**src/rtl/core/obbpmpa_pkg.sv**
```systemverilog
// Shared types and constants for the oriented box pair penetration axis block.
`default_nettype none

package obbpmpa_pkg;

    localparam int COORD_BITS_DEF = 32;
    localparam int AXIS_COUNT     = 15;
    localparam int FACE_AXES      = 6;
    localparam int ONE_Q14        = 16384;
    localparam int QPROD_COUNT    = 9;
    localparam int CROSS_STEPS    = 6;
    localparam int SQRT_STEPS     = 31;
    localparam int DIV_STEPS      = 15;

    typedef enum logic [4:0] {
        OP_NONE,
        OP_LOAD_A,
        OP_LOAD_B,
        OP_QPROD,
        OP_ROT,
        OP_FACE,
        OP_CROSS,
        OP_SQ,
        OP_SQRT_INIT,
        OP_SQRT_STEP,
        OP_DIV_INIT,
        OP_DIV_STEP,
        OP_DIV_END,
        OP_DIST,
        OP_PEN_INIT,
        OP_DOT,
        OP_RAD,
        OP_CMP,
        OP_RESULT
    } op_t;

    typedef struct packed {
        op_t        op;
        logic       box;
        logic [3:0] axis;
        logic [4:0] step;
        logic [1:0] row;
        logic [1:0] col;
    } cmd_t;

    typedef struct packed {
        logic axis_zero;
        logic pen_neg;
    } stat_t;

endpackage

`default_nettype wire

```
**src/rtl/core/obbpmpa_ctrl.sv**
```systemverilog
// Sequencer for the box pair test: handshakes and datapath command issue.
`default_nettype none

module obbpmpa_ctrl
    import obbpmpa_pkg::*;
(
    input  wire logic  clk,
    input  wire logic  rst_n,
    input  wire logic  in_valid,
    output logic       in_stall,
    input  wire logic  slot,
    output logic       out_valid,
    input  wire logic  out_stall,
    output cmd_t       cmd,
    input  wire stat_t stat
);

    typedef enum logic [4:0] {
        S_IDLE,
        S_QPROD,
        S_ROT,
        S_AXIS,
        S_ZCHK,
        S_SQ,
        S_SQRT_I,
        S_SQRT,
        S_DIV_I,
        S_DIV,
        S_DIV_E,
        S_DIST,
        S_PEN_I,
        S_DOT,
        S_RAD,
        S_CMP,
        S_NEXT,
        S_DONE
    } state_t;

    state_t     state_reg;
    logic [4:0] cnt_reg;
    logic [3:0] axis_reg;
    logic       box_reg;
    logic [1:0] row_reg;
    logic [1:0] col_reg;
    logic       loaded_reg;
    logic       out_valid_reg;
    logic       out_free;

    assign in_stall  = (state_reg != S_IDLE);
    assign out_valid = out_valid_reg;
    assign out_free  = !out_valid_reg || !out_stall;

    always_comb
    begin
        cmd      = '0;
        cmd.op   = OP_NONE;
        cmd.box  = box_reg;
        cmd.axis = axis_reg;
        cmd.step = cnt_reg;
        cmd.row  = row_reg;
        cmd.col  = col_reg;
        unique case (state_reg)
            S_IDLE:
            begin
                if (in_valid && !slot)
                begin
                    cmd.op = OP_LOAD_A;
                end
                else if (in_valid && loaded_reg)
                begin
                    cmd.op = OP_LOAD_B;
                end
            end
            S_QPROD:  cmd.op = OP_QPROD;
            S_ROT:    cmd.op = OP_ROT;
            S_AXIS:   cmd.op = (axis_reg < 4'(FACE_AXES)) ? OP_FACE : OP_CROSS;
            S_SQ:     cmd.op = OP_SQ;
            S_SQRT_I: cmd.op = OP_SQRT_INIT;
            S_SQRT:   cmd.op = OP_SQRT_STEP;
            S_DIV_I:  cmd.op = OP_DIV_INIT;
            S_DIV:    cmd.op = OP_DIV_STEP;
            S_DIV_E:  cmd.op = OP_DIV_END;
            S_DIST:   cmd.op = OP_DIST;
            S_PEN_I:  cmd.op = OP_PEN_INIT;
            S_DOT:    cmd.op = OP_DOT;
            S_RAD:    cmd.op = OP_RAD;
            S_CMP:    cmd.op = OP_CMP;
            S_DONE:
            begin
                if (out_free)
                begin
                    cmd.op = OP_RESULT;
                end
            end
            default:  cmd.op = OP_NONE;
        endcase
    end

    always_ff @(posedge clk or negedge rst_n)
    begin
        if (!rst_n)
        begin
            state_reg     <= S_IDLE;
            cnt_reg       <= '0;
            axis_reg      <= '0;
            box_reg       <= 1'b0;
            row_reg       <= '0;
            col_reg       <= '0;
            loaded_reg    <= 1'b0;
            out_valid_reg <= 1'b0;
        end
        else
        begin
            if (state_reg == S_DONE && out_free)
            begin
                out_valid_reg <= 1'b1;
            end
            else if (out_valid_reg && !out_stall)
            begin
                out_valid_reg <= 1'b0;
            end
            unique case (state_reg)
                S_IDLE:
                begin
                    if (in_valid && !slot)
                    begin
                        loaded_reg <= 1'b1;
                    end
                    else if (in_valid && loaded_reg)
                    begin
                        box_reg   <= 1'b0;
                        cnt_reg   <= '0;
                        state_reg <= S_QPROD;
                    end
                end
                S_QPROD:
                begin
                    if (cnt_reg == 5'(QPROD_COUNT - 1))
                    begin
                        cnt_reg   <= '0;
                        state_reg <= S_ROT;
                    end
                    else
                    begin
                        cnt_reg <= cnt_reg + 5'd1;
                    end
                end
                S_ROT:
                begin
                    if (!box_reg)
                    begin
                        box_reg   <= 1'b1;
                        state_reg <= S_QPROD;
                    end
                    else
                    begin
                        axis_reg  <= '0;
                        cnt_reg   <= '0;
                        state_reg <= S_AXIS;
                    end
                end
                S_AXIS:
                begin
                    if (axis_reg < 4'(FACE_AXES))
                    begin
                        state_reg <= S_ZCHK;
                    end
                    else if (cnt_reg == 5'(CROSS_STEPS - 1))
                    begin
                        cnt_reg   <= '0;
                        state_reg <= S_ZCHK;
                    end
                    else
                    begin
                        cnt_reg <= cnt_reg + 5'd1;
                    end
                end
                S_ZCHK:
                begin
                    row_reg   <= '0;
                    state_reg <= stat.axis_zero ? S_NEXT : S_SQ;
                end
                S_SQ:
                begin
                    if (row_reg == 2'd2)
                    begin
                        row_reg   <= '0;
                        state_reg <= S_SQRT_I;
                    end
                    else
                    begin
                        row_reg <= row_reg + 2'd1;
                    end
                end
                S_SQRT_I:
                begin
                    cnt_reg   <= '0;
                    state_reg <= S_SQRT;
                end
                S_SQRT:
                begin
                    if (cnt_reg == 5'(SQRT_STEPS - 1))
                    begin
                        cnt_reg   <= '0;
                        row_reg   <= '0;
                        state_reg <= S_DIV_I;
                    end
                    else
                    begin
                        cnt_reg <= cnt_reg + 5'd1;
                    end
                end
                S_DIV_I:
                begin
                    cnt_reg   <= '0;
                    state_reg <= S_DIV;
                end
                S_DIV:
                begin
                    if (cnt_reg == 5'(DIV_STEPS - 1))
                    begin
                        cnt_reg   <= '0;
                        state_reg <= S_DIV_E;
                    end
                    else
                    begin
                        cnt_reg <= cnt_reg + 5'd1;
                    end
                end
                S_DIV_E:
                begin
                    if (row_reg == 2'd2)
                    begin
                        row_reg   <= '0;
                        state_reg <= S_DIST;
                    end
                    else
                    begin
                        row_reg   <= row_reg + 2'd1;
                        state_reg <= S_DIV_I;
                    end
                end
                S_DIST:
                begin
                    if (row_reg == 2'd2)
                    begin
                        row_reg   <= '0;
                        state_reg <= S_PEN_I;
                    end
                    else
                    begin
                        row_reg <= row_reg + 2'd1;
                    end
                end
                S_PEN_I:
                begin
                    box_reg   <= 1'b0;
                    row_reg   <= '0;
                    col_reg   <= '0;
                    state_reg <= S_DOT;
                end
                S_DOT:
                begin
                    if (col_reg == 2'd2)
                    begin
                        col_reg   <= '0;
                        state_reg <= S_RAD;
                    end
                    else
                    begin
                        col_reg <= col_reg + 2'd1;
                    end
                end
                S_RAD:
                begin
                    if (row_reg != 2'd2)
                    begin
                        row_reg   <= row_reg + 2'd1;
                        state_reg <= S_DOT;
                    end
                    else if (!box_reg)
                    begin
                        box_reg   <= 1'b1;
                        row_reg   <= '0;
                        state_reg <= S_DOT;
                    end
                    else
                    begin
                        state_reg <= S_CMP;
                    end
                end
                S_CMP:
                begin
                    state_reg <= stat.pen_neg ? S_DONE : S_NEXT;
                end
                S_NEXT:
                begin
                    if (axis_reg == 4'(AXIS_COUNT - 1))
                    begin
                        state_reg <= S_DONE;
                    end
                    else
                    begin
                        axis_reg  <= axis_reg + 4'd1;
                        cnt_reg   <= '0;
                        state_reg <= S_AXIS;
                    end
                end
                S_DONE:
                begin
                    if (out_free)
                    begin
                        state_reg <= S_IDLE;
                    end
                end
                default:
                begin
                    state_reg <= S_IDLE;
                end
            endcase
        end
    end

endmodule

`default_nettype wire

```
**config.mk**
```make
export PLATFORM = sky130hd
export DESIGN_NAME = obbpmpa_ctrl
export DESIGN_NICKNAME = d
export VERILOG_FILES = /design/src/rtl/core/obbpmpa_pkg.sv /design/src/rtl/core/obbpmpa_ctrl.sv
export SDC_FILE = /design/constraint.sdc
export NUM_CORES = 1
export LEC_CHECK = 0
export BUFFER_PORTS_ARGS = -buffer_cell sky130_fd_sc_hd__buf_2
export CORE_MARGIN = 3
export CORE_UTILIZATION = 55
export DETAILED_ROUTE_END_ITERATION = 10
export HOLD_SLACK_MARGIN = 0.12
export PLACE_DENSITY = 0.85
export SYNTH_ARGS = -nofsm -noshare
export SYNTH_HDL_FRONTEND = slang
export SYNTH_SLANG_ARGS = --single-unit
```
**constraint.sdc**
```tcl
create_clock -name clk -period 2.6 [get_ports clk]
set_input_delay 0.13 -clock clk [delete_from_list [all_inputs] [get_ports clk]]
set_output_delay 0.13 -clock clk [all_outputs]
set_load 0.05 [all_outputs]
```
==> summary.md <==
| Metric | Value |
|---|---|
| Commonest cells after routing, fill and taps aside | buf_2 (27), dfrtp_1 (21), nor2_1 (18), nand2_1 (12) |
| Setup Total Neg Slack | 0 ps |
| Most used DFF post-synth | dfrtp_1 |
| DIE WIDTH | between 60 and 70 µm |
| Vias | approximately 1700 |
| Routability congestion estimate | slightly below 1 |
| Initial Utilization | 0.6055 |
| Setup slack, reg-to-reg | 220 ps |
| Diodes inserted | 0 |
| Crit path time final | between 2000 and 2500 ps |
| Post-synth EDFFs | 0 |
| Fin util | 0.6703 |
| Synth Cell Area | about 0.0017 mm² |
| Critical Setup Path Class | flop to primary output |
| Post-CTS Setup Bufs | 0 |
| Worst Clk Skew | 1.324 ps |
| HPWL Detailed | approximately 3.2 mm |
| Drt pass-1 iters | 4 |
| Final hold violations | 0 |
| Core box area | about 0.0029 mm² |
| DR DRC count | 0 |
| Post-Syn Nets | between 200 and 250 |
| Largest family of logic cells by synthesized area | simple AND/OR/NAND/NOR gates |
| Clk buf depth | 2 |
| Synth Warn # | 0 |
| H-tree levels | 1 |
| Synthesis-to-finish area growth | 10.70% |
| Layout cell share with drive strength beyond 1 | 0.1957 |
| Post-synthesis adder-cell area fraction | 0.04310 |
| Commonest non-fill, non-tap cell in the layout | buf_2 |
| TritonCTS Buffers | 3 |
| Initial antenna violation count | 0 |
| Reg2Reg Depth | 6 |
| Critical Path RT | approximately 2500 ps |
| Post-synthesis instance total | 207 |
| Number of global-route vias before repair | ~1600 |
| Layout net count | 244 |
| Critical Path Start Type | flop |
| 1st-iter DRT viols | 94 |
| Pin count of the biggest net entering global routing | 24 |
| Drt total wl | 4.343 mm |
| Global-route wire length before repair | approximately 7.5 mm |
| Pwr/cell area | between 1000 and 1500 mW/mm² |
| IR Drop Worst-Case VDD | ~0.00065 V |
| Synth area leaders | dfrtp_1 (30%), ha_1 (4.3%), nor2_1 (3.9%), a21oi_1 (3.2%), o21ai_0 (3.2%) |
| Compound-Gate Fraction of Synth Area | 0.2299 |
| Area of the die | slightly below 0.004 mm² |
| Synth Area in XOR/XNOR | 0.01509 |
| Overflow after GRT | 0 |
| Top Usage Layer GRT | met2 |
| Num ports | 28 |
| Worst Path Max Fanout | 23 |
| Total GRT Usage | 0.2336 |
| Post-synthesis mux area share | 0.01868 |
| Drt wl/cell | 15.97 µm |
| GR Util met3 | 0.05586 |
| Clk slew on worst S/H paths | roughly 120 ps |
| Post-synthesis sequential area ratio | 0.3017 |
| Die Span Y | about 62 µm |
| Setup crit end kind | primary output |
| GR Util met2 | 0.3616 |
| #FFs+latches synth | 21 |
| Final slew viol count | 0 |
| Total power | ~2.4 mW |
| Vias/cell | roughly 6.3 |
| Synth area leader | dfrtp_1 |
| Clock sink count | 21 |
| Simple-gate share of the synthesized area | 0.3297 |
| Average cell area after synthesis | ~8.4 µm² |
| Clk Latency, worst-skew pair | about 310 ps |
| Endpoints failing setup | 0 |
| Met1 Usage GRT | 0.3158 |
| Worst Hold Path Cells | 3 |
| Kind of path behind the tightest hold check | input pin to flop |
| Lkg Pwr | roughly 0.87 nW |
| Final period util | 0.9313 |
| RSZ-0062 raised after global routing | no |
| Status | finished, final reports clean |
| Rel. slew slack | 0.5270 |
| Share of the synthesized area in the top cell type | 0.3017 |
| Row count | 19 |
| Max_cap viols | 0 |
| Distinct cell type count after synthesis | between 50 and 60 |
| Critical Path AT | about 2300 ps |
| Antenna viol nets, final | 0 |
| I/O Buffers | 27 |
| Highest Clock Rate | between 400 and 500 MHz |
| Ys async rst share | 1.000 |
| CTS root buf | clkbuf_4 |
| Worst-Margin Slew | 709.5 ps |
| TritonCTS clock tree | yes |
-- repair_timing --
action,4_1_cts,5_1_grt
hold buffers,2,0
resized for setup,0,0
setup endpoints to repair,0,0
endpoints found under the hold margin,23,0
-- cell type report --
class	instances	area [µm²]
fillers	249	948.4
multi-input cells	164	1109
well taps	42	52.55
flip-flops and latches	21	525.5
clock buffers	4	26.28
repair buffers	33	185.2
inverters	8	30.03
-- per-layer routing --
layer,share of wire,wire (µm),vias up
met5,0,0,-
met4,0.018,78,0
met3,0.092,398,9
met2,0.44,1910,100
met1,0.45,1955,787
li1,-,-,827
-- worst paths after layout --
kind	startpoint	to
setup / recovery	state_reg[2]	cmd[15]
hold / removal	slot	loaded_reg
setup reg to reg	state_reg[1]	state_reg[1]
hold reg to reg	loaded_reg	loaded_reg
max in group asynchronous	rst_n	row_reg[1]
min in group asynchronous	rst_n	col_reg[1]
-- Yosys cell counts, drive strengths merged (3+ instances only) --
cell type and count:
nand3b 3, nor3 6, a31oi 4, a21oi 11, nand3 7, a22o 3, ha 6, o21ai 12
or3 5, dfrtp 21, nor4b 3, clkbuf 4, nand2 12, nand4 3, buf 10, nand2b 5
and3 8, a21o 3, nor3b 6, xor2 3, nor4 5, nor2 18, o21bai 3, inv 7
o211ai 5, a211o 4, nor2b 4
-- metrics by stage --
stage          worst slack [ps]  area [µm²]  instances  hold slack (ps)
3_3_place_gp              445.9        1882        266            125.2
5_1_grt                   117.8        1928        272            149.5
2_1_floorplan             317.6        1742        207           -165.6
6_report                  178.6        1928        272            141.3
3_5_place_dp              311.4        1882        266            124.4
4_1_cts                   211.7        1928        272            137.8
-- power by group --
| part | internal, mW | total (mW) | switching, mW |
|---|---|---|---|
| registers | 0.424 | 0.670 | 0.246 |
| clock network | 0.0601 | 0.167 | 0.107 |
| logic | 0.541 | 1.61 | 1.07 |
| total | 1.03 | 2.45 | 1.42 |
-- worst max-delay path, stage by stage, from the launching register on --
cell,delay [ps]
dfrtp_1,660
or3_4,520
nor3_1,250
o21bai_1,150
a2111o_1,140
buf_2,250
-- kinds of logic after synthesis --
logic type               count (synthesis)
multiplexers                             3
buffers and inverters                   22
adder cells (fa/ha/maj)                  6
flip-flops                              21
AO/OA/AOI/OAI                           58
AND/OR/NAND/NOR                         94
XOR/XNOR                                 3
No activity file was read; power rests on OpenSTA's default activity.
